===== src/rtl/grid_cube_sphere_classifier_core_defines.svh =====
// Assertion macros shared by the grid cell classifier RTL.
// No dependencies; the assertions compile away when SYNTHESIS is defined.
`ifndef GRID_CUBE_SPHERE_CLASSIFIER_CORE_DEFINES_SVH
`define GRID_CUBE_SPHERE_CLASSIFIER_CORE_DEFINES_SVH
`ifndef SYNTHESIS
// Check an implication or property at every rising edge out of reset
`define GCSC_ASSERT(lbl, clk, rst, prop) \
  lbl: assert property (@(posedge clk) disable iff (rst) prop) \
    else $error("gcsc: property check failed");
// Check that a condition never occurs out of reset
`define GCSC_NEVER(lbl, clk, rst, cond) \
  lbl: assert property (@(posedge clk) disable iff (rst) !(cond)) \
    else $error("gcsc: forbidden condition seen");
`else
`define GCSC_ASSERT(lbl, clk, rst, prop)
`define GCSC_NEVER(lbl, clk, rst, cond)
`endif
`endif


===== src/rtl/gcsc_pkg.sv =====
// Shared types and fixed constants of the grid cell classifier.
// No dependencies; the modules and gcsc_in_if refer to it by scoped names.
package gcsc_pkg;

  // Fixed field widths
  localparam int IDX_W      = 12;
  localparam int AXES_ALL   = 10;
  localparam int DIM_W      = 4;
  localparam int CPA_W      = 13;

  // Configuration port
  localparam int CFG_IDX_W  = 2;
  localparam int CFG_DATA_W = 13;
  localparam logic [CFG_IDX_W-1:0] REG_DIM   = 2'd0;
  localparam logic [CFG_IDX_W-1:0] REG_CELLS = 2'd1;
  localparam logic [DIM_W-1:0] DIM_RESET = 4'd3;
  localparam logic [CPA_W-1:0] CPA_RESET = 13'd2662;

  // Queue between classify and count sides
  localparam int FIFO_DEPTH = 8;
  localparam int FIFO_AW    = $clog2(FIFO_DEPTH);
  localparam int FIFO_CNT_W = $clog2(FIFO_DEPTH + 1);

  typedef enum logic [1:0] {
    KIND_INSIDE   = 2'd0,
    KIND_OUTSIDE  = 2'd1,
    KIND_STRADDLE = 2'd2
  } kind_t;

  // One classified cell waiting to be counted
  typedef struct packed {
    kind_t kind;
    logic  clear;
  } cls_t;

  typedef logic [AXES_ALL-1:0][IDX_W-1:0] idx_vec_t;

endpackage


===== src/rtl/gcsc_fifo.sv =====
// Short queue of classified cells between the classify and count sides.
// Depends on gcsc_pkg and the assertion header.
`include "grid_cube_sphere_classifier_core_defines.svh"
module gcsc_fifo (
  input  logic           clk,
  input  logic           rst,
  input  logic           push,
  input  gcsc_pkg::cls_t push_data,
  input  logic           pop,
  output logic           not_empty,
  output gcsc_pkg::cls_t head
);

  localparam int AW = gcsc_pkg::FIFO_AW;
  localparam int CW = gcsc_pkg::FIFO_CNT_W;

  gcsc_pkg::cls_t slots [gcsc_pkg::FIFO_DEPTH];
  logic [AW-1:0]  wr_ptr;
  logic [AW-1:0]  rd_ptr;
  logic [CW-1:0]  count;

  // Store entries
  always_ff @(posedge clk) begin
    if (push) begin
      slots[wr_ptr] <= push_data;
    end
  end

  // Advance pointers and occupancy
  always_ff @(posedge clk) begin
    if (rst) begin
      wr_ptr <= '0;
      rd_ptr <= '0;
      count  <= '0;
    end else begin
      if (push) begin
        wr_ptr <= wr_ptr + AW'(1);
      end
      if (pop) begin
        rd_ptr <= rd_ptr + AW'(1);
      end
      count <= count + CW'(push) - CW'(pop);
    end
  end

  assign not_empty = (count != '0);
  assign head      = slots[rd_ptr];

  `GCSC_NEVER(a_fifo_overflow, clk, rst, push && (count == CW'(gcsc_pkg::FIFO_DEPTH)))
  `GCSC_NEVER(a_fifo_underflow, clk, rst, pop && (count == '0))

endmodule


===== config.mk =====
export PLATFORM = sky130hd
export DESIGN_NAME = gcsc_fifo
export DESIGN_NICKNAME = d
export VERILOG_FILES = /design/src/rtl/gcsc_pkg.sv /design/src/rtl/gcsc_fifo.sv
export VERILOG_INCLUDE_DIRS = /design/src /design/src/rtl
export SDC_FILE = /design/constraint.sdc
export NUM_CORES = 1
export LEC_CHECK = 0
export ABC_AREA = 1
export BUFFER_PORTS_ARGS = -buffer_cell sky130_fd_sc_hd__buf_2
export CAP_MARGIN = 10
export CORE_MARGIN = 2
export CORE_UTILIZATION = 55
export CTS_CLUSTER_DIAMETER = 40
export DETAILED_ROUTE_END_ITERATION = 16
export GPL_TIMING_DRIVEN = 0
export PLACE_DENSITY_LB_ADDON = 0.3
export SYNTH_ARGS = -nofsm -noshare
export SYNTH_HDL_FRONTEND = slang
export SYNTH_SLANG_ARGS = --single-unit

===== constraint.sdc =====
create_clock -name clk -period 1.9 [get_ports clk]
set_clock_uncertainty 0.2 [all_clocks]
set_input_delay 0 -clock clk [delete_from_list [all_inputs] [get_ports clk]]
set_output_delay 0 -clock clk [all_outputs]
set_load 0.01 [all_outputs]

-- Word-level counts from Yosys, hierarchy flattened
Memory sizes are Yosys's and may differ from the RTL's. A register that Yosys moved wholly into a read port is not among the register bits.
Cells that the tools add are included.
- reductions and logical operators: 1
- $add $sub $neg: 4
- multiplexer cells: 4
- operator list (operator ; count):
    $add A3 B1 Y3 const B ; 2
    $mux W3 ; 2
    $add A4 B1 Y4 ; 1
    $reduce_bool A4 Y1 ; 1
    $sub A4 B1 Y4 ; 1
    $mux W1 ; 2
- bits of input ports: 7
- RAM bits: 24
- output and inout port bits: 4
- memories: 1
- logic and storage cells: 13
- flip-flop bits (word level): 10
- memories (name ; depth ; width ; rd ports ; clocked after Yosys merged registers in ; wr ports ; line ; source):
    slots ; 8 ; 3 ; 1 ; 1 ; 1 ; gcsc_fifo.sv:17 ; gcsc_pkg::cls_t slots [gcsc_pkg::FIFO_DEPTH];

-- Depth between registers and ports, before layout
Gate-level depths: netlist of run 1.
- word-level depth: 3
- mapped depth: 9
- gate-level depth less buffers: 9

-- Worst setup path before layout of run 1
Ideal clock, no wire load.
- kind: flip-flop to flip-flop
- start: register count[0]
- end: register count[2]
- cell stages (with the launch flop): 9
- clock period less this slack: 1.666 ns
- library setup time: 0.114 ns
- arrival: 1.352 ns
- required time: 1.586 ns
- path slack: 0.234 ns
- buffers on the path: 0
- cells stage by stage: dfxtp_1 -> inv_1 -> ha_1 -> inv_1 -> ha_1 -> inv_1 -> fa_1 -> xor2_1 -> nor2_1
- word-level cells in the longest chain between the ends: 2
- ends and longest elaborated chain (element ; line ; source):
    start: declaration ; gcsc_fifo.sv:20 ; logic [CW-1:0] count;
    start signal: assignment ; gcsc_fifo.sv:42 ; count <= count + CW'(push) - CW'(pop);
    $add A4 B1 Y4 ; gcsc_fifo.sv:42 ;
    $sub A4 B1 Y4 ; gcsc_fifo.sv:42 ;
No other way between the ends.
A chain may end at the register's enable or synchronous reset.

-- Worst setup path after layout of run 1
- start: register count[0]
- end: register count[0]
Same word-level chain as after synthesis.

==> summary.txt, run 1 <==
Timing
  – Final Setup Violations: 0
  – Slew headroom: 80.6%
  – Peak Freq: 537 MHz
  – Slew Limit Fails: 0
  – Final worst path period share: 97.9%
  – Setup TNS: 0 ns
  – Final worst path period need: 1.86 ns
  – RSZ-0062 raised after global routing: no
  – Hold Worst Slack: 0.251 ns
  – Worst-Margin Slew: 0.290 ns
  – Final hold viol count: 0

CTS
  – H-tree depth: 2
  – Clock latency at the later pin of the worst-skew pair: 0.34 ns
  – Number of setup buffers added after CTS: 0
  – Clk slew on worst S/H paths: 0.11 ns
  – CTS tree: yes
  – Root buffer cell: clkbuf_4
  – Num CTS Buffers: 5
  – Post-cts gate resize count: 0
  – Maximum root-to-sink buffer count: 2
  – CTS sink count: 37

Global route
  – GRT Resource Usage Total: 17.8%
  – Antenna violations before repair: 0
  – Gr ovfl total: 0
  – GR Util met1: 19.5%
  – Met3 Usage GRT: 5.90%
  – First-pass GRT wire length: 4.40 mm
  – GR peak layer: met2
  – Vias in the first global route: 1088
  – Largest net degree at the start of global routing: 13
  – GR met2 Demand/Resource: 30.0%

Power and ir drop
  – Pwr dens: 908 mW/mm²
  – Leakage power total: 0.892 nW
  – Peak supply drop: 0.778 mV

Detailed routing
  – Via Count: 1147
  – Via/cell ratio: 4.82
  – Routed length per instance: 11.5 µm
  – DRT Pass-1 Iters: 4
  – DRT antenna net count: 0
  – Drt initial violations: 31
  – Residual DRC: 0
  – Total Routed Length: 2.73 mm

Floorplanning
  – Core Footprint: 0.00283 mm²
  – Placement row count: 19
  – DIE AREA: 0.00349 mm²
  – Initial Util: 59.0%
  – # IOs: 11
  – Die X: 59.1 µm
  – DIE HEIGHT: 59.1 µm

Synthesis
  – Seq/Total Area, Yosys: 58.8%
  – Cell Area, Synth: 0.00167 mm²
  – Synth unique cells: 18
  – Yosys reg bits: 37
  – Synthesized Nets: 197
  – Synth warn: 0
  – Synthesized area per cell: 9.16 µm²
  – Gate Count Post-Synth: 182

Layout
  – NumNets Final: 221
  – Layout cells sized above 1: 11.1%
  – Most common cell after layout, fill and taps aside: nand2_1
  – Antenna cells: 0
  – P&R area growth vs syn: 12.8%
  – Most frequent cells in the layout: nand2_1, inv_1, edfxtp_1
  – FILL cells: 225

Flow run
  – Max Cap Violations: 0

Critical path
  – Crit Path Class: flip-flop to flip-flop
  – R2r startpoint: count[0]
  – Crit path DAT: 1.91 ns
  – Crit Path Max Fanout: 2
  – Worst reg2reg path endpoint: count[0]
  – Worst reg2reg path depth: 7
  – CP endpoint kind: flip-flop
  – Worst Setup Start Kind: flip-flop
  – R2R Setup Slk: 0.04 ns
  – Critical Path RT: 1.95 ns

Min path
  – Worst hold path endpoint: wr_ptr[0]
  – Hold Startpoint: rst
  – Hold Path Stages: 3
  – Hold/Removal Path Class: primary input to flip-flop

Placed design
  – DP Wirelength: 2.01 mm
  – Routability Congestion: 0.916
  – PortBufs: 10

Outcome
  – Status: finished clean
worst max path at each step:
stage | startpoint | to | slack, ns | cells after the start
floorplan | count[0] | count[2] | 0.23 | 8
global placement | count[0] | count[2] | 0.18 | 8
detailed placement | count[0] | count[2] | 0.14 | 8
CTS | count[0] | count[0] | 0.05 | 7
global route | count[0] | count[0] | 0.002 | 7
finish | count[0] | count[0] | 0.04 | 7
layout make-up:
| class | count | area, µm² | share of cell area [%] |
|---|---|---|---|
| Clock buffer | 5 | 37.5 | 2.00 |
| Sequential cell | 37 | 981 | 52.2 |
| Inverter | 41 | 154 | 8.18 |
| Tap cell | 31 | 38.8 | 2.06 |
| Buffer | 2 | 25.0 | 1.33 |
| Multi-Input combinational cell | 102 | 508 | 27.0 |
| Clock inverter | 3 | 16.3 | 0.865 |
| Timing Repair Buffer | 17 | 120 | 6.39 |
critical path, cell delays in order (launching register included):
cell,delay [ns]
dfxtp_1,0.33
inv_1,0.05
ha_1,0.26
inv_1,0.04
ha_1,0.25
inv_1,0.05
nor2_1,0.03
dlygate4sd3_1,0.55
Yosys cell counts:
master / count / share of area, %
a21oi_1: 6 / 1.8
buf_6: 1 / 0.68
clkbuf_8: 1 / 0.83
dfxtp_1: 13 / 16
edfxtp_1: 24 / 43
fa_1: 1 / 1.2
ha_1: 7 / 5.3
inv_1: 40 / 9.0
inv_2: 1 / 0.22
nand2_1: 49 / 11
nand2_2: 1 / 0.38
nand3_1: 15 / 4.5
nor2_1: 16 / 3.6
o21ai_0: 3 / 0.90
or2_1: 1 / 0.38
or2_2: 1 / 0.38
xnor2_1: 1 / 0.53
xor2_1: 1 / 0.53
layer usage:
| layer | vias up | share of wire [%] |
|---|---|---|
| met5 | - | 0 |
| met3 | 7 | 2.6 |
| met4 | 0 | 2.5 |
| met2 | 19 | 49 |
| met1 | 510 | 46 |
| li1 | 611 | - |
cells by family (layout without fill, tap and decap cells):
family / Yosys count / count (layout) / synth area share, %
flops: 37 / 37 / 58.8
simple gates: 83 / 83 / 20.3
compound gates: 9 / 9 / 2.70
xor+xnor: 2 / 2 / 1.05
fa+ha+maj: 8 / 8 / 6.45
buf+inv: 43 / 68 / 10.7
flip-flops by register name, summed over array words and instances (netlist names), named ones only:
register  count
slots        24
count         4
rd_ptr        3
wr_ptr        3
what timing repair did:
item                                   4_1_cts  5_1_grt
endpoints found under the hold margin       49        0
hold buffers                                 7        0
setup endpoints to repair                    0        0
metrics by stage:
stage | setup WS, ns | cells | total power, mW | cell area (µm²) | util (%)
6_report | 0.0395 | 238 | 1.71 | 1880 | 66.5
4_1_cts | 0.0511 | 238 | 1.72 | 1880 | 66.5
5_1_grt | 0.00179 | 238 | 1.80 | 1880 | 66.5
3_5_place_dp | 0.141 | 223 | 1.32 | 1760 | 62.1
2_1_floorplan | 0.234 | 182 | 1.22 | 1670 | -
3_3_place_gp | 0.177 | 223 | 1.30 | 1760 | 62.1
where the power goes:
part | switching [mW] | internal, mW
registers | 0.0279 | 0.910
logic | 0.210 | 0.167
clock network | 0.252 | 0.141
total | 0.489 | 1.22
No activity file was read; power rests on OpenSTA's default activity.
==> run 2: changes to the inputs <==
--- a/config.mk
+++ b/config.mk
@@ -6,7 +6,6 @@
 export SDC_FILE = /design/constraint.sdc
 export NUM_CORES = 1
 export LEC_CHECK = 0
-export ABC_AREA = 1
 export BUFFER_PORTS_ARGS = -buffer_cell sky130_fd_sc_hd__buf_2
 export CAP_MARGIN = 10
 export CORE_MARGIN = 2
==> run 2 against run 1 <==
- the flow now finishes with violations (negative setup slack)
- via count fell by 29%
- sequential share of layout area grew 3.9 points
- register-to-register slack better by 0.06 ns
- die area is 7.7% lower
- sequential cell count unchanged
- non-clock buffer count stayed put
- final cell count down 34%
- maximum frequency fell by 2.1%
- global-route usage decreased by 0.058 points
- first-iteration DRC count is 68% lower
==> summary.txt, run 2 <==
Floorplanning
  – Core Footprint: 0.00271 mm²
  – # IOs: 11
  – Die X: 56.7 µm
  – Placement row count: 19
  – DIE AREA: 0.00322 mm²
  – DIE HEIGHT: 56.7 µm
  – Initial Util: 56.5%

Global route
  – Antenna violations before repair: 0
  – Gr ovfl total: 0
  – Vias in the first global route: 927
  – Largest net degree at the start of global routing: 12
  – First-pass GRT wire length: 4.19 mm
  – GRT Resource Usage Total: 17.8%

Synthesis
  – Synth warn: 0
  – Synth cell count leaders: edfxtp_1, nor2_1, dfxtp_1, ha_1, inv_1
  – Synth top area share: 47.1%
  – Synthesized area per cell: 15.0 µm²
  – Dominant cell type by area after synthesis: edfxtp_1
  – Cell Area, Synth: 0.00153 mm²
  – Seq/Total Area, Yosys: 64.1%
  – Gate Count Post-Synth: 102
  – Synth unique cells: 20
  – Main synth FF type: edfxtp_1
  – EDFF count, synth: 24
  – Synthesized Nets: 117
  – Top cells by area, synth: edfxtp_1, dfxtp_1, mux4_1
  – Top-count cell post-synth: edfxtp_1
  – Yosys reg bits: 37
  – FFs w/ async S/R, synth: 0%

Timing
  – Final worst path period need: 1.90 ns
  – Slew headroom: 64.4%
  – Slew Limit Fails: 0
  – Final hold viol count: 0
  – Worst setup margin: -0.000271 ns
  – RSZ-0062 raised after global routing: yes
  – Peak Freq: 526 MHz
  – Final Setup Violations: 1
  – Hold Worst Slack: 0.299 ns
  – Worst-Margin Slew: 0.529 ns
  – Setup TNS: -0.000271 ns
  – Final worst path period share: 100%

Detailed routing
  – DRT Pass-1 Iters: 4
  – Total Routed Length: 2.39 mm
  – Drt initial violations: 10
  – Routed wl met2: 1.22 mm
  – Residual DRC: 0
  – DRT antenna net count: 0
  – Wire length on met3: 69 µm
  – Routed length per instance: 15.1 µm
  – DRT met1 WL: 1.07 mm
  – Via/cell ratio: 5.15
  – Top sig layer: met4
  – Via Count: 813

Layout
  – Final instance area: 0.00175 mm²
  – Antenna cells: 0
  – Most common cell after layout, fill and taps aside: edfxtp_1
  – Fin util: 64.7%
  – NumNets Final: 141
  – Max reg flops: 24
  – Most frequent cells in the layout: edfxtp_1, nor2_1, dfxtp_1
  – Biggest register: slots
  – Top Registers: slots x24, count x4
  – P&R area growth vs syn: 14.6%
  – Layout cells sized above 1: 22.0%

CTS
  – Maximum root-to-sink buffer count: 2
  – Clk slew on worst S/H paths: 0.11 ns
  – H-tree depth: 2
  – CTS sink count: 37
  – Root buffer cell: clkbuf_4
  – CTS tree: yes
  – Num CTS Buffers: 5
  – Clock latency at the later pin of the worst-skew pair: 0.32 ns

Critical path
  – Worst reg2reg path endpoint: count[2]
  – R2r startpoint: count[0]
  – CP endpoint kind: output pin
  – Worst Setup Start Kind: flip-flop
  – Crit path DAT: 1.70 ns
  – Crit Path Max Fanout: 6
  – R2R Setup Slk: 0.10 ns
  – Critical Path RT: 1.70 ns
  – Worst reg2reg path depth: 8
  – Crit Path Class: flip-flop to output pin

Placed design
  – DP Wirelength: 1.65 mm
  – PortBufs: 10
  – DP Area: 0.00162 mm²
  – Routability Congestion: 0.711

Min path
  – Worst hold path endpoint: slots[6][1]
  – Hold/Removal Path Class: primary input to flip-flop
  – Hold Path Stages: 2
  – Hold Startpoint: push_data[1]

Power and ir drop
  – Total power: 1.67 mW
  – Leakage power total: 0.652 nW
  – Peak supply drop: 0.782 mV
  – Pwr dens: 953 mW/mm²

Outcome
  – Status: complete, but fails checks
  – Failing checks: negative setup slack

Flow run
  – Max Cap Violations: 0
## run 2: cell types whose count changed in the layout (fill, tap and decap cells not counted), sizes merged, moves of 3 or more
cell    before  now
a21oi        6    2
nand2b       0    4
mux2         0    3
inv         42    7
o21ai        3    0
mux4         0    6
nand2       50    4
nand3       15    2
## run 2: cell families (layout without fill, tap and decap cells)
| logic type | Yosys count | count (layout) | synth area share [%] |
|---|---|---|---|
| adders and majority gates | 8 | 8 | 7.03 |
| buffers and inverters | 9 | 34 | 2.70 |
| xor gates and xnor gates | 5 | 5 | 2.86 |
| and+or+nand+nor | 29 | 29 | 8.26 |
| muxes | 11 | 11 | 13.8 |
| AOI/OAI and AO/OA | 3 | 3 | 1.23 |
| DFF | 37 | 37 | 64.1 |
## run 2: report_power, final
part           switching [mW]  internal [mW]  leakage (nW)
sequential             0.0318          0.912         0.326
combinational           0.169          0.187         0.300
clock                   0.228          0.142        0.0269
## run 2: layout make-up
type	instances	area, µm²
Multi-Input combinational cell	56	499
Sequential cell	37	982
Timing Repair Buffer	17	139
Tap cell	31	38.8
Fill cell	212	957
Buffer	2	18.8
Clock buffer	7	45.0
Inverter	7	26.3
Clock inverter	1	3.75
## run 2: worst max-delay path by stage
stage	slack, ns	endpoint	start
finish	-0.0003	head[1]	flip-flop
global route	-0.06	head[1]	flip-flop
CTS	-0.03	head[1]	flip-flop
detailed placement	0.12	count[2]	count[0]
global placement	0.14	count[2]	count[0]
floorplan	0.22	count[2]	count[0]
## run 2: timing repair
action	CTS	global route
gates resized for setup	12	3
pin swaps	0	0
buffers inserted	0	0
setup endpoints to repair	3	4
hold endpoints to repair	36	0
hold buffers	7	0
## run 2: stage by stage
| step | cells | setup WS, ns |
|---|---|---|
| floorplan | 102 | 0.221 |
| global placement | 143 | 0.137 |
| detailed placement | 143 | 0.124 |
| CTS | 158 | -0.0259 |
| global route | 158 | -0.0642 |
| finish | 158 | -0.000271 |
## run 2: worst max-delay path, stage by stage, from the launching register on
cell and delay [ns]:
dfxtp_2 0.34, buf_8 0.13, mux4_2 0.51, mux2_4 0.28, buf_6 0.12
## run 2: per-layer routing
metal / vias up / track usage (%)
met4: 0 / 6.98
met1: 389 / 20.9
li1: 408 / -
met5: - / 0
met3: 4 / 4.84
met2: 12 / 30.9
==> run 3: changes to the inputs <==
--- a/config.mk
+++ b/config.mk
@@ -7,9 +7,8 @@
 export NUM_CORES = 1
 export LEC_CHECK = 0
 export BUFFER_PORTS_ARGS = -buffer_cell sky130_fd_sc_hd__buf_2
-export CAP_MARGIN = 10
 export CORE_MARGIN = 2
-export CORE_UTILIZATION = 55
+export CORE_UTILIZATION = 45
 export CTS_CLUSTER_DIAMETER = 40
 export DETAILED_ROUTE_END_ITERATION = 16
 export GPL_TIMING_DRIVEN = 0
==> constraint.sdc (replaced) <==
create_clock -name clk -period 1.9 [get_ports clk]
set_clock_uncertainty 0.2 [all_clocks]
set_input_delay 0.095 -clock clk [delete_from_list [all_inputs] [get_ports clk]]
set_output_delay 0.095 -clock clk [all_outputs]
set_load 0.01 [all_outputs]
==> run 3 against run 2 <==
- the flow still finishes with violations (negative setup slack)
- count of clock-buffer cells in the layout is 2 lower
- non-clock buffer count decreased by 2
- global-route usage is 3.4 points lower
- final cell count up 8.2%
- critical endpoint is now head[2]
==> summary.txt, run 3 (synthesis results as in run 2) <==
Global route
  – Antenna violations before repair: 0
  – Gr ovfl total: 0
  – GRT Resource Usage Total: 14.4%
  – First-pass GRT wire length: 4.16 mm
  – Largest net degree at the start of global routing: 13
  – Vias in the first global route: 902

Layout
  – NumNets Final: 139
  – Most common cell after layout, fill and taps aside: edfxtp_1
  – Layout cells sized above 1: 23.2%
  – Biggest register: slots
  – Fin util: 53.3%
  – Top Registers: slots x24, count x4
  – Max reg flops: 24
  – Final instance area: 0.00176 mm²
  – P&R area growth vs syn: 15.2%
  – Most frequent cells in the layout: edfxtp_1, nor2_1, dfxtp_1
  – Antenna cells: 0

CTS
  – Root buffer cell: clkbuf_4
  – Clock latency at the later pin of the worst-skew pair: 0.34 ns
  – Clk slew on worst S/H paths: 0.11 ns
  – Num CTS Buffers: 5
  – CTS tree: yes
  – CTS sink count: 37
  – H-tree depth: 2
  – Maximum root-to-sink buffer count: 2
  – Number of setup buffers added after CTS: 0

Critical path
  – Crit Path Class: flip-flop to output pin
  – R2r startpoint: count[0]
  – Crit path DAT: 1.73 ns
  – CP endpoint kind: output pin
  – Worst reg2reg path endpoint: count[2]
  – Worst Setup Start Kind: flip-flop
  – Crit Path Max Fanout: 6
  – Worst reg2reg path depth: 8
  – R2R Setup Slk: 0.10 ns
  – Critical Path RT: 1.60 ns

Floorplanning
  – Initial Util: 46.2%
  – DIE HEIGHT: 62.3 µm
  – DIE AREA: 0.00388 mm²
  – # IOs: 11
  – Core Footprint: 0.00331 mm²
  – Die X: 62.3 µm
  – Placement row count: 21

Detailed routing
  – Total Routed Length: 2.42 mm
  – Via/cell ratio: 4.88
  – DRT antenna net count: 0
  – Residual DRC: 0
  – Via Count: 834
  – Routed length per instance: 14.2 µm
  – Drt initial violations: 15
  – DRT Pass-1 Iters: 4

Power and ir drop
  – Leakage power total: 0.648 nW
  – Pwr dens: 959 mW/mm²
  – Total power: 1.69 mW
  – Peak supply drop: 0.472 mV

Placed design
  – Setup Slack @ Placement: 0.115 ns
  – PortBufs: 10
  – DP Area: 0.00164 mm²
  – DP Wirelength: 1.63 mm
  – Routability Congestion: 0.722

Timing
  – Final Setup Violations: 3
  – Slew Limit Fails: 0
  – Final hold viol count: 0
  – Final worst path period share: 107%
  – Final worst path period need: 2.03 ns
  – Worst setup margin: -0.125 ns
  – Worst-Margin Slew: 0.490 ns
  – RSZ-0062 raised after global routing: yes
  – Slew headroom: 67.1%
  – Peak Freq: 494 MHz

Flow run
  – Max Cap Violations: 0

Outcome
  – Failing checks: negative setup slack
  – Status: complete, but fails checks

Min path
  – Hold Startpoint: rd_ptr[1]
  – Hold Path Stages: 2
  – Hold/Removal Path Class: flip-flop to flip-flop
[run 3: worst max-delay path: stages (launching register included)]
cell     delay, ns
dfxtp_2       0.35
buf_8         0.13
mux4_2        0.52
mux2_4        0.28
buf_6         0.12
[run 3: cell type report]
type	count	area (µm²)
Clock buffer	5	37.5
Sequential cell	37	982
Timing Repair Buffer	15	124
Fill cell	298	1550
Inverter	7	26.3
Clock inverter	3	17.5
Tap cell	46	57.6
Buffer	2	18.8
Multi-Input combinational cell	56	499
[run 3: what timing repair did]
item,CTS,global route
gates cloned,0,0
resized for setup,13,2
hold buffers,6,0
endpoints found under the hold margin,34,0
endpoints found under the setup margin,3,4
[run 3: worst max-delay path by stage]
stage / startpoint / to / slack [ns] / cells after the start
final: flip-flop / head[2] / -0.13 / 4
after detailed placement: count[0] / count[2] / 0.11 / 8
after global routing: flip-flop / head[2] / -0.18 / 4
after floorplan: count[0] / count[2] / 0.22 / 8
after CTS: flip-flop / head[2] / -0.15 / 4
after global placement: count[0] / count[2] / 0.12 / 8
[run 3: per-layer routing]
metal,routed length [µm],GRT usage [%]
met1,1170,18.0
met2,1120,22.7
met3,67,3.26
met4,66,9.17
met5,0,0
[run 3: stage by stage]
step | TNS (ns) | hold WS [ns] | std cells
floorplan | 0 | -0.00613 | 102
global placement | 0 | 0.175 | 158
detailed placement | 0 | 0.202 | 158
CTS | -0.399 | 0.341 | 172
global route | -0.519 | 0.376 | 171
finish | -0.337 | 0.338 | 171
[run 3: power breakdown]
group | switching, mW | total, mW | internal [mW]
clock | 0.259 | 0.399 | 0.140
combinational | 0.163 | 0.347 | 0.184
sequential | 0.0330 | 0.945 | 0.912
