<file path="config.mk">
export PLATFORM = sky130hd
export DESIGN_NAME = gcsc_back_flat
export DESIGN_NICKNAME = d
export VERILOG_FILES = /design/src/rtl/gcsc_pkg.sv /design/src/rtl/gcsc_out_if.sv /design/src/rtl/gcsc_back.sv /design/src/flat_wrapper.sv
export VERILOG_INCLUDE_DIRS = /design/src /design/src/rtl
export SDC_FILE = /design/constraint.sdc
export NUM_CORES = 1
export LEC_CHECK = 0
export BUFFER_PORTS_ARGS = -buffer_cell sky130_fd_sc_hd__buf_2
export CAP_MARGIN = 10
export CELL_PAD_IN_SITES_DETAIL_PLACEMENT = 1
export CELL_PAD_IN_SITES_GLOBAL_PLACEMENT = 1
export CORE_MARGIN = 10
export CORE_UTILIZATION = 30
export CTS_BUF_LIST = sky130_fd_sc_hd__clkbuf_16
export DETAILED_ROUTE_END_ITERATION = 12
export GPL_ROUTABILITY_DRIVEN = 0
export HOLD_SLACK_MARGIN = 0.1
export PLACE_DENSITY = 0.72
export SETUP_SLACK_MARGIN = 0.2
export SLEW_MARGIN = 25
export SYNTH_ARGS = -nofsm -noshare
export SYNTH_HDL_FRONTEND = slang
export SYNTH_SLANG_ARGS = --single-unit
</file>
<file path="constraint.sdc">
create_clock -name clk -period 7.79 [get_ports clk]
set_input_delay 1.558 -clock clk [delete_from_list [all_inputs] [get_ports clk]]
set_output_delay 1.558 -clock clk [all_outputs]
set_load 0.1 [all_outputs]
</file>
<file path="src/rtl/grid_cube_sphere_classifier_core_defines.svh">
// Assertion macros shared by the grid cell classifier RTL.
// No dependencies; the assertions compile away when SYNTHESIS is defined.
`ifndef GRID_CUBE_SPHERE_CLASSIFIER_CORE_DEFINES_SVH
`define GRID_CUBE_SPHERE_CLASSIFIER_CORE_DEFINES_SVH
`ifndef SYNTHESIS
// Check an implication or property at every rising edge out of reset
`define GCSC_ASSERT(lbl, clk, rst, prop) \
  lbl: assert property (@(posedge clk) disable iff (rst) prop) \
    else $error("gcsc: property check failed");
// Check that a condition never occurs out of reset
`define GCSC_NEVER(lbl, clk, rst, cond) \
  lbl: assert property (@(posedge clk) disable iff (rst) !(cond)) \
    else $error("gcsc: forbidden condition seen");
`else
`define GCSC_ASSERT(lbl, clk, rst, prop)
`define GCSC_NEVER(lbl, clk, rst, cond)
`endif
`endif

</file>
<file path="src/rtl/gcsc_pkg.sv">
// Shared types and fixed constants of the grid cell classifier.
// No dependencies; the modules and gcsc_in_if refer to it by scoped names.
package gcsc_pkg;

  // Fixed field widths
  localparam int IDX_W      = 12;
  localparam int AXES_ALL   = 10;
  localparam int DIM_W      = 4;
  localparam int CPA_W      = 13;

  // Configuration port
  localparam int CFG_IDX_W  = 2;
  localparam int CFG_DATA_W = 13;
  localparam logic [CFG_IDX_W-1:0] REG_DIM   = 2'd0;
  localparam logic [CFG_IDX_W-1:0] REG_CELLS = 2'd1;
  localparam logic [DIM_W-1:0] DIM_RESET = 4'd3;
  localparam logic [CPA_W-1:0] CPA_RESET = 13'd2662;

  // Queue between classify and count sides
  localparam int FIFO_DEPTH = 8;
  localparam int FIFO_AW    = $clog2(FIFO_DEPTH);
  localparam int FIFO_CNT_W = $clog2(FIFO_DEPTH + 1);

  typedef enum logic [1:0] {
    KIND_INSIDE   = 2'd0,
    KIND_OUTSIDE  = 2'd1,
    KIND_STRADDLE = 2'd2
  } kind_t;

  // One classified cell waiting to be counted
  typedef struct packed {
    kind_t kind;
    logic  clear;
  } cls_t;

  typedef logic [AXES_ALL-1:0][IDX_W-1:0] idx_vec_t;

endpackage

</file>
<file path="src/rtl/gcsc_out_if.sv">
// Output channel: one classification result and the running tallies per beat.
// Standalone; the tally width is set at instantiation.
interface gcsc_out_if #(
  parameter int TALLY_BITS = 48
);
  logic                  valid;
  logic                  ready;
  logic [1:0]            cell_kind;
  logic [TALLY_BITS-1:0] inside_total;
  logic [TALLY_BITS-1:0] outside_total;
  logic [TALLY_BITS-1:0] processed_total;

  modport source (
    output valid, cell_kind, inside_total, outside_total, processed_total,
    input  ready
  );
  modport sink (
    input  valid, cell_kind, inside_total, outside_total, processed_total,
    output ready
  );
endinterface

</file>
<file path="src/rtl/gcsc_back.sv">
// Count side: pops classified cells, updates saturating tallies and holds
// the result beat. Depends on gcsc_pkg, gcsc_out_if and the assertion header.
`include "grid_cube_sphere_classifier_core_defines.svh"
module gcsc_back #(
  parameter int TALLY_BITS = 48
) (
  input  logic           clk,
  input  logic           rst,
  input  logic           ent_valid,
  input  gcsc_pkg::cls_t ent,
  output logic           pop,
  gcsc_out_if.source     res
);

  logic                  out_valid;
  gcsc_pkg::kind_t       kind;
  logic [TALLY_BITS-1:0] inside_tally;
  logic [TALLY_BITS-1:0] outside_tally;
  logic [TALLY_BITS-1:0] processed_tally;
  logic [TALLY_BITS-1:0] in_base, out_base, proc_base;
  logic [TALLY_BITS-1:0] inside_next, outside_next, processed_next;

  // Take the next cell when the result slot is free or being drained
  assign pop = ent_valid && (!out_valid || res.ready);

  // Clear first if asked, then bump with saturation at all ones
  always_comb begin
    in_base   = ent.clear ? '0 : inside_tally;
    out_base  = ent.clear ? '0 : outside_tally;
    proc_base = ent.clear ? '0 : processed_tally;
    processed_next = (&proc_base) ? proc_base : proc_base + TALLY_BITS'(1);
    inside_next    = in_base;
    outside_next   = out_base;
    if (ent.kind == gcsc_pkg::KIND_INSIDE) begin
      inside_next = (&in_base) ? in_base : in_base + TALLY_BITS'(1);
    end
    if (ent.kind == gcsc_pkg::KIND_OUTSIDE) begin
      outside_next = (&out_base) ? out_base : out_base + TALLY_BITS'(1);
    end
  end

  // Tallies double as the result payload; hold them while the beat stalls
  always_ff @(posedge clk) begin
    if (rst) begin
      out_valid       <= 1'b0;
      inside_tally    <= '0;
      outside_tally   <= '0;
      processed_tally <= '0;
    end else if (pop) begin
      out_valid       <= 1'b1;
      inside_tally    <= inside_next;
      outside_tally   <= outside_next;
      processed_tally <= processed_next;
    end else if (res.ready) begin
      out_valid <= 1'b0;
    end
  end

  always_ff @(posedge clk) begin
    if (pop) begin
      kind <= ent.kind;
    end
  end

  assign res.valid           = out_valid;
  assign res.cell_kind       = kind;
  assign res.inside_total    = inside_tally;
  assign res.outside_total   = outside_tally;
  assign res.processed_total = processed_tally;

  `GCSC_ASSERT(a_inside_le_proc, clk, rst, out_valid |-> (inside_tally <= processed_tally))
  `GCSC_ASSERT(a_outside_le_proc, clk, rst, out_valid |-> (outside_tally <= processed_tally))

endmodule
</file>
<file path="src/flat_wrapper.sv">
// flat-port wrapper written by rule: the top's interface ports become plain ports
module gcsc_back_flat 
#(
  parameter int TALLY_BITS = 48
)
  (clk, rst, ent_valid, ent, pop, res_valid, res_cell_kind, res_inside_total, res_outside_total, res_processed_total, res_ready);
  gcsc_out_if #(.TALLY_BITS(TALLY_BITS)) res_i ();
  input  logic clk;
  input  logic rst;
  input  logic ent_valid;
  input  gcsc_pkg::cls_t ent;
  output logic pop;
  output wire logic [$bits(res_i.valid)-1:0] res_valid;
  output wire logic [$bits(res_i.cell_kind)-1:0] res_cell_kind;
  output wire logic [$bits(res_i.inside_total)-1:0] res_inside_total;
  output wire logic [$bits(res_i.outside_total)-1:0] res_outside_total;
  output wire logic [$bits(res_i.processed_total)-1:0] res_processed_total;
  input wire logic [$bits(res_i.ready)-1:0] res_ready;
  assign res_valid = res_i.valid;
  assign res_cell_kind = res_i.cell_kind;
  assign res_inside_total = res_i.inside_total;
  assign res_outside_total = res_i.outside_total;
  assign res_processed_total = res_i.processed_total;
  assign res_i.ready = res_ready;
  gcsc_back #(.TALLY_BITS(TALLY_BITS)) u_core (.clk(clk), .rst(rst), .ent_valid(ent_valid), .ent(ent), .pop(pop), .res(res_i));
endmodule
</file>
# After elaboration in Yosys (flattened, before gate mapping)
# Cells that the tools add are included.
[totals] reg_bits=147 latchBits=0 ramBits=0 romBits=0 inputBits=7 out_inout_bits=148 elab_cells=27 memories=0
[classes] add_sub_neg=3 multipliers=0 div_mod_pow=0 order_cmp=0 n_eq_ne=1 shift=0 muxes=10 bitwise_logic=0 reduce_logical=8
[op_table] cell="$mux W48" count=8
[op_table] cell="$add A48 B1 Y48 const B" count=3
[op_table] cell="$reduce_and A48 Y1" count=3
[op_table] cell="$eq A2 B1 Y1 const B" count=1
[op_table] cell="$logic_not A2 Y1" count=1
[op_table] cell="$mux W1" count=2
[op_table] cell="$reduce_bool A2 Y1" count=1
[op_table] cell="$logic_and A1 B1 Y1" count=1
[op_table] cell="$logic_not A1 Y1" count=1
[op_table] cell="$logic_or A1 B1 Y1" count=1

# Depth between registers and ports, before layout
# Gate-level depths: netlist (run 1).
[logic_depth] word_depth=4 depth_mapped=15 depth_no_buf=8

# Worst setup path after synthesis (run 1)
# No wires, ideal clock.
[synth_path] path_kind="input to output" startpoint="in res_ready" endpoint="out pop" t_arrival_ps=3099 t_required_ps=6232 setup_slack_ps=3133 path_stages=4 path_buffers=1 cell_sequence="nand2b_1 > nand2_1 > inv_1 > clkbuf_1"
[synth_via] elab_chain_cells=2
[synth_rtl] element="start, declared" line="flat_wrapper.sv:18" rtl="input wire logic [$bits(res_i.ready)-1:0] res_ready;"
[synth_rtl] element="$logic_or A1 B1 Y1" line="gcsc_back.sv:24" rtl="assign pop = ent_valid && (!out_valid || res.ready);"
[synth_rtl] element="$logic_and A1 B1 Y1" line="gcsc_back.sv:24"
[synth_rtl] element="end, declared" line="flat_wrapper.sv:12" rtl="output logic pop;"
# Every way passes these cells.

# Worst setup path in the final report (run 1)
# Ends and elaborated chain as after synthesis.

==> results of run 1 <==
cell type report:
class / instances / area share
clock inverter: 15 / 0.01162
clock buffer: 17 / 0.04204
antenna: 2 / 0.0004946
inverter: 24 / 0.008903
multi-input combinational: 819 / 0.5150
tap: 378 / 0.04674
timing repair buffer: 162 / 0.08235
sequential: 147 / 0.2928
cell usage in the layout (no fill, tap or decap), drive strengths merged, types with 11 or more instances in the layout:
| cell type | Yosys | layout |
|---|---|---|
| buf | 18 | 162 |
| nand2 | 149 | 149 |
| dfxtp | 145 | 145 |
| nor2 | 108 | 108 |
| nand3 | 53 | 53 |
| a21oi | 51 | 51 |
| xnor2 | 47 | 47 |
| nand4 | 38 | 38 |
| nor3 | 34 | 34 |
| xor2 | 33 | 33 |
| o211ai | 31 | 31 |
| inv | 24 | 28 |
| and3 | 24 | 24 |
| o2111ai | 22 | 22 |
| a211o | 19 | 19 |
| clkbuf | 46 | 17 |
| o21ai | 16 | 16 |
| nor4 | 16 | 16 |
| or3 | 15 | 15 |
| a211oi | 13 | 13 |
| nand4b | 12 | 12 |
| nor2b | 11 | 11 |
| and4 | 11 | 11 |
final timing paths:
check / startpoint / endpoint / slack [ps] / cells past startpoint
worst max-delay path: res_ready / pop / 2940 / 5
worst min-delay path: u_core.res.processed_total[36] / u_core.res.processed_total[36] / 520 / 1
worst max register to register: u_core.res.valid / u_core.res.outside_total[22] / 4320 / 8
worst min register to register: u_core.res.processed_total[36] / u_core.res.processed_total[36] / 520 / 1
routing by layer:
metal | GRT usage | wire, um
met1 | 0.2244 | 14570
met2 | 0.2711 | 14430
met3 | 0.03471 | 1309
met4 | 0.04121 | 414
met5 | 0 | 0
power breakdown:
group / leakage [nW] / switching, mW / internal, mW
Sequential: 1.19 / 0.00292 / 0.755
Combinational: 2.25 / 0.0785 / 0.0141
Clock: 0.267 / 0.346 / 0.436
Total: 3.71 / 0.428 / 1.21
registers in the layout, summed over array words and instances (netlist names):
signal,cells
u_core.res.inside_total,48
u_core.res.outside_total,48
u_core.res.processed_total,48
u_core.res.cell_kind,2
u_core.res.valid,1
critical path, cell delays in order:
cell and delay (ps):
buf_2 110, nand2b_1 150, nand2_1 280, inv_1 620, buf_2 570
Yosys cell counts, drive strengths merged (11+ instances only):
cell,count
buf,18
and3,24
o211ai,31
dfxtp,145
o2111ai,22
nor3,34
o21ai,16
a211o,19
inv,24
nand2,149
a21oi,51
nand4,38
xor2,33
nor2b,11
nor4,16
nand3,53
xnor2,47
nand4b,12
or3,15
nor2,108
clkbuf,46
and4,11
a211oi,13
through the flow:
step                hold WS, ps  total power [mW]  area [um^2]  setup slack, ps
global placement          507.2            0.8675         9567             2969
detailed placement        517.4            0.8689         9567             2867
finish                    522.3             1.633        10120             2936
CTS                       527.4             1.652        10110             2929
global route              550.4             1.687        10110             2836
floorplan                 907.9            0.8392         8548             3133
kinds of logic after synthesis:
logic type      Yosys count  share of synthesized area
flops                   147                     0.3466
compound gates          211                     0.1967
buf+inv                  88                    0.04567
xor+xnor                 80                    0.08197
fa+ha+maj                 3                   0.004392
simple gates            520                     0.3185
mux                       5                   0.006147
==> impl_metrics.yaml, run 1 <==
yosys:
  ys_types: 78
  yosysTopAreaCell: "dfxtp_1"
  ys_warn_count: 0
  synth-main-ff-cell: "dfxtp_1"
  synth-seq-area-share: 0.3466
  syn_area_um2: 8548
  yosysTopAreaCellShare: 0.3396
  synth_edf_count: 2
  syn_nets: 1064
  synthArstFlopShare: 0
  ys_seq_elements: 147
  netlist_instances: 1054
  synth_area_leaders: "dfxtp_1 (34%), nand2_1 (6.5%), xnor2_1 (4.8%), nor2_1 (4.7%), xor2_1 (3.4%)"
  avgSynthCellArea_um2: 8.110
critical_path:
  cp_data_required_time_ps: 6230
  critical_path.endpoint_type: "primary output"
  path_class: "input port to primary output"
  critPathLaunchType: "input port"
  arrival_ps: 3300
  crit_fanout: 17
clock_network:
  clock_path_buffers: 2
  cts.sinks: 147
  htreeDepth: 4
  cts_setup_buffers: 0
  clkTransAtPathRegs_ps: 70
  cts_hold_buf: 0
  clk_latency_ps: 420
  cts_buffers: 17
  ctsRootBufferMaster: "clkbuf_16"
  cts_tree: "built"
  cts-resized-gates: 0
route:
  vias: 8630
  drtIter0Drc: 476
  postRouteWirelength_um: 30720
  avgViaCountPerCell: 5.518
  firstDrtPassIters: 5
  ant_nets: 0
  drc: 0
  wl_per_cell_um: 19.64
grt:
  grt.total_usage: 0.1684
  antenna_found_initial: 0
  grt_pass1_vias: 8659
  gr-total-overflow: 0
  grt_max_degree: 81
  grt_pass1_wl_um: 49440
timing:
  worstMarginPinSlew_ps: 942.4
  setup_viol: 0
  grt_setup_unrepaired: "false"
  hold_viol: 0
  setup_tns_ps: 0
  clock.fmax_ghz: 0.2060
  min_period_over_period: 0.6230
  period_needed_ps: 4854
  drv_slew: 0
  max_slew_margin: 0.3694
  skew_ps: 12.04
layout:
  syn_to_final_growth_pct: 18.37
  multiInputGateArea_um2: 5211
  utilization: 0.3622
  fin_cells: 1564
  nets: 1181
  fill_cells: 3439
  ff_latch_area_um2: 2963
  layout-drive-gt1-share: 0.2027
die:
  core_area_um2: 27930
  pin_count: 155
  num_rows: 61
  die-area_um2: 35650
  die_w_um: 188.8
  dieHeight_um: 188.8
  start_util: 0.3060
pwr:
  ir_drop_mv: 0.1091
  p_per_area_nw_per_um2: 161.4
  p_leak_nw: 3.708
placed_design:
  place_inst: 1530
  dp.final_hpwl_um: 21960
  io_buffers: 154
run:
  maxCapViolations: 0
outcome:
  status: "complete, no violations"
hold_path:
  hold_class: "flop to flop"
No activity file was read; power rests on OpenSTA's default activity.
==> inputs of run 2 (changes only) <==
- clock period: 7.79 -> 4.9 ns (I/O delays scaled with it)
==> run 2 against run 1 <==
Net effect: count of clock-buffer cells in the layout stayed put; die area is the same; utilization rose by 0.30 points; flip-flop and latch count did not move; power up 63%; worst setup slack got worse by 1700 ps; register-to-register slack lost 2500 ps; cell area grew 0.83%; largest power group unchanged; highest routed layer unchanged.
==> impl_metrics.yaml, run 2 (same netlist as run 1, synthesis figures left out) <==
route:
  wl_per_cell_um: 19.80
  avgViaCountPerCell: 5.531
  drc: 0
  postRouteWirelength_um: 31050
  ant_nets: 0
  drtIter0Drc: 477
  vias: 8673
  firstDrtPassIters: 4
die:
  die_w_um: 188.8
  num_rows: 61
  die-area_um2: 35650
  pin_count: 155
  dieHeight_um: 188.8
  core_area_um2: 27930
  start_util: 0.3060
timing:
  drv_slew: 0
  max_slew_margin: 0.3558
  hold_viol: 0
  fin_ws_ps: 1265
  clock.fmax_ghz: 0.2751
  grt_setup_unrepaired: "false"
  period_needed_ps: 3635
  worstMarginPinSlew_ps: 962.7
  skew_ps: 13.48
  min_period_over_period: 0.7418
  whs_ps: 514.0
  setup_tns_ps: 0
  setup_viol: 0
run:
  maxCapViolations: 0
clock_network:
  cts_setup_buffers: 0
  clock_path_buffers: 2
  ctsRootBufferMaster: "clkbuf_16"
  cts-resized-gates: 0
  cts_buffers: 17
  cts.sinks: 147
  htreeDepth: 4
  clkTransAtPathRegs_ps: 70
  cts_hold_buf: 0
  cts_tree: "built"
  clk_latency_ps: 420
grt:
  grt_max_degree: 84
  grt.total_usage: 0.1706
  antenna_found_initial: 0
  gr-total-overflow: 0
  grt_pass1_wl_um: 49930
  grt_pass1_vias: 8786
pwr:
  ir_drop_mv: 0.1676
  p_per_area_nw_per_um2: 260.8
  p_leak_nw: 3.749
layout:
  syn_to_final_growth_pct: 19.35
  utilization: 0.3652
  final_cell_mix: "buf_2 (153), nand2_1 (148), dfxtp_1 (145)"
  fill_cells: 3419
  final_common_cell: "buf_2"
  layout-drive-gt1-share: 0.2101
  fin_area_um2: 10200
  antennaDiodeCount: 0
  nets: 1188
critical_path:
  arrival_ps: 2650
  reg2reg_slack_ps: 1850
  cp_data_required_time_ps: 3920
  worst-path-buf-inv: 4
  worstRegToRegCells: 9
  crit_path_frequent_cell: "buf_2"
  r2r_end: "u_core.res.outside_total[44]"
  crit_fanout: 14
  critPathLaunch: "res_ready"
  timing.rr.start: "u_core.res.outside_total[0]"
  critPathLaunchType: "input port"
  crit_path_end: "pop"
  worstPathCellList: "buf_2 -> nand2b_1 -> nand2_1 -> inv_1 -> buf_4 -> buf_2"
  cp_top_family: "buffers and inverters"
  critical_path.endpoint_type: "primary output"
  cp_slowest_stage_delay_ps: 470
  slowest_stage: "buf_2"
  path_class: "input port to primary output"
  path_depth: 6
outcome:
  status: "complete, no violations"
placed_design:
  dp.final_hpwl_um: 22150
  place_ws_ps: 745.3
  post_dp_cell_area_um2: 9632
  io_buffers: 154
hold_path:
  hold_class: "flop to flop"
-- run 2: cell types whose count changed in the layout (fill, tap and decap cells not counted), moves of 2 or more --
cell | previous run | this run
diode_2 | 2 | 0
clkinv_1 | 2 | 0
buf_4 | 9 | 15
clkinvlp_4 | 3 | 5
clkinv_4 | 2 | 0
-- run 2: where the power goes --
part / leakage, nW / total [mW] / internal [mW] / switching [mW]
sequential: 1.19 / 1.20 / 1.20 / 0.00407
clock: 0.269 / 1.30 / 0.744 / 0.558
combinational: 2.29 / 0.153 / 0.0261 / 0.127
total: 3.75 / 2.66 / 1.97 / 0.689
-- run 2: cell type report --
class,count,area (um^2),share of cell area
multi-input cells,819,5214,0.5110
flip-flops and latches,147,2963,0.2904
repair buffers,169,898.4,0.08805
well taps,378,473.0,0.04636
clock buffers,17,425.4,0.04170
clock inverters,14,138.9,0.01361
inverters,24,90.09,0.008830
-- run 2: how the worst min path moves through the flow --
stage / startpoint / to / depth (start not counted)
finish: u_core.res.processed_total[36] / u_core.res.processed_total[36] / 1
global route: u_core.res.processed_total[36] / u_core.res.processed_total[36] / 1
CTS: u_core.res.processed_total[36] / u_core.res.processed_total[36] / 1
detailed placement: u_core.res.processed_total[36] / u_core.res.processed_total[36] / 1
global placement: u_core.res.processed_total[36] / u_core.res.processed_total[36] / 1
floorplan: u_core.res.processed_total[30] / u_core.res.processed_total[30] / 2
-- run 2: layer usage --
layer,global-route usage,vias up,share of wire
met5,0,-,0
met4,0.04212,0,0.014
met2,0.2784,199,0.47
li1,-,4121,-
met3,0.03360,35,0.048
met1,0.2251,4318,0.46
-- run 2: metrics by stage --
stage / instances / power, mW
finish: 1568 / 2.661
global route: 1568 / 2.758
CTS: 1568 / 2.690
detailed placement: 1537 / 1.386
global placement: 1537 / 1.385
floorplan: 1054 / 1.334
-- run 2: worst reg2reg max path, stage by stage, from the launching register on --
cell     delay [ps]
dfxtp_1         410
nor2b_1         170
ha_1            220
and4_1          350
nand2_1          70
or3_1           710
buf_4           330
nor4_1          400
xor2_1          210
nor2_1           50
==> inputs of run 3 (changes only) <==
- PLACE_DENSITY: 0.72 -> 0.75
- clock period: 4.9 -> 3.32 ns (I/O delays scaled with it)
==> run 3 against run 2 <==
Net effect: power is 57% higher; utilization is 1.7 points higher; register-to-register slack lost 1200 ps; combinational power is 63% higher; count of clock-buffer cells in the layout did not move; die area is the same; global-route usage rose by 0.68 points; non-clock buffer count grew 47; sequential power rose by 48%.
==> impl_metrics.yaml, run 3 (same netlist as run 1, synthesis figures left out) <==
clock_network:
  cts-resized-gates: 0
  cts_buffers: 17
  htreeDepth: 4
  cts_tree: "built"
  clk_latency_ps: 430
  ctsRootBufferMaster: "clkbuf_16"
  cts_setup_buffers: 0
  clock_path_buffers: 2
  clkTransAtPathRegs_ps: 60
  cts_hold_buf: 0
  cts.sinks: 147
outcome:
  status: "complete, no violations"
timing:
  period_needed_ps: 2864
  max_slew_margin: 0.3135
  setup_tns_ps: 0
  min_period_over_period: 0.8627
  worstMarginPinSlew_ps: 1026
  drv_slew: 0
  whs_ps: 521.7
  grt_setup_unrepaired: "false"
  skew_ps: 12.99
  hold_viol: 0
  setup_viol: 0
  clock.fmax_ghz: 0.3492
critical_path:
  cp_data_required_time_ps: 3640
  crit_fanout: 22
  slowest_stage: "or4_4"
  worstPathCellList: "buf_2 -> buf_4 -> or3_1 -> or4_4 -> o21ai_1 -> o311ai_0 -> o41ai_1"
  critPathLaunchType: "input port"
  path_class: "input port to flop"
  critical_path.endpoint_type: "flop"
  worst-path-buf-inv: 2
  arrival_ps: 3190
  cp_top_family: "simple AND/OR/NAND/NOR gates"
  cp_slowest_stage_delay_ps: 720
grt:
  grt.total_usage: 0.1773
  grtUsageMet3: 0.04007
  grt_util_met2: 0.2949
  grt_max_degree: 54
  antenna_found_initial: 0
  grt_util_met1: 0.2247
  grt_pass1_wl_um: 51980
  busiest_layer: "met2"
  grt_pass1_vias: 9216
  gr-total-overflow: 0
route:
  vias: 8845
  postRouteWirelength_um: 31730
  wl_per_cell_um: 19.64
  ant_nets: 0
  firstDrtPassIters: 5
  drc: 0
  avgViaCountPerCell: 5.473
  drtIter0Drc: 428
layout:
  syn_to_final_growth_pct: 24.99
  fin_area_um2: 10680
  antennaDiodeCount: 0
  final_cell_mix: "buf_2 (153), nand2_1 (148), dfxtp_1 (145)"
  nets: 1235
  layout-drive-gt1-share: 0.2399
  final_common_cell: "buf_2"
die:
  dieHeight_um: 188.8
  die_w_um: 188.8
  die-area_um2: 35650
  start_util: 0.3060
  num_rows: 61
  pin_count: 155
  core_area_um2: 27930
pwr:
  p_per_area_nw_per_um2: 391.5
  p_total_mw: 4.183
  ir_drop_mv: 0.2750
  p_leak_nw: 4.033
placed_design:
  dp.final_hpwl_um: 23460
  io_buffers: 154
  post_dp_cell_area_um2: 10040
hold_path:
  hold_class: "flop to flop"
run:
  maxCapViolations: 0
run 3: cell count changes in the layout (fill, tap and decap cells not counted), moves of 2 or more:
cell	before	now
nor4_1	13	10
clkinv_2	4	0
clkinv_1	0	2
nor4_4	1	4
buf_4	15	61
bufinv_16	2	5
clkinv_4	0	3
clkinvlp_4	5	1
run 3: path summary, 6_finish.rpt:
kind                          startpoint  cells past startpoint                            to  slack [ps]
max reg2reg  u_core.res.outside_total[1]                      8  u_core.res.outside_total[12]         620
min reg2reg  u_core.res.outside_total[1]                      2   u_core.res.outside_total[1]         520
max                               ent[0]                      7  u_core.res.outside_total[12]         460
min          u_core.res.outside_total[1]                      2   u_core.res.outside_total[1]         520
run 3: area by class of cell:
| class | count | area [um^2] |
|---|---|---|
| repair buffers | 216 | 1264 |
| clock inverters | 15 | 214.0 |
| multi-input cells | 819 | 5255 |
| clock buffers | 17 | 425.4 |
| fillers | 3427 | 17250 |
| inverters | 24 | 90.09 |
| well taps | 378 | 473.0 |
| flip-flops and latches | 147 | 2963 |
run 3: power breakdown:
group          internal [mW]  switching (mW)
logic                 0.0565           0.193
clock network           1.33           0.824
registers               1.77         0.00717
total                   3.16            1.02
run 3: metal layers:
layer,vias to the layer above,wire length [um]
li1,4224,-
met1,4414,14490
met2,167,15310
met5,-,0
met4,0,502
met3,40,1428
run 3: per-stage QoR:
step	setup WS, ps	instances	utilization
after floorplan	202.9	1054	-
after global placement	169.5	1584	0.3596
after detailed placement	65.83	1584	0.3596
after CTS	478.4	1616	0.3825
after global routing	221.3	1616	0.3825
final	455.9	1616	0.3825
run 3: tightest hold or removal path, stage by stage, from the launching register on:
cell	delay (ps)
dfxtp_1	340
nand3_1	80
a21oi_1	60
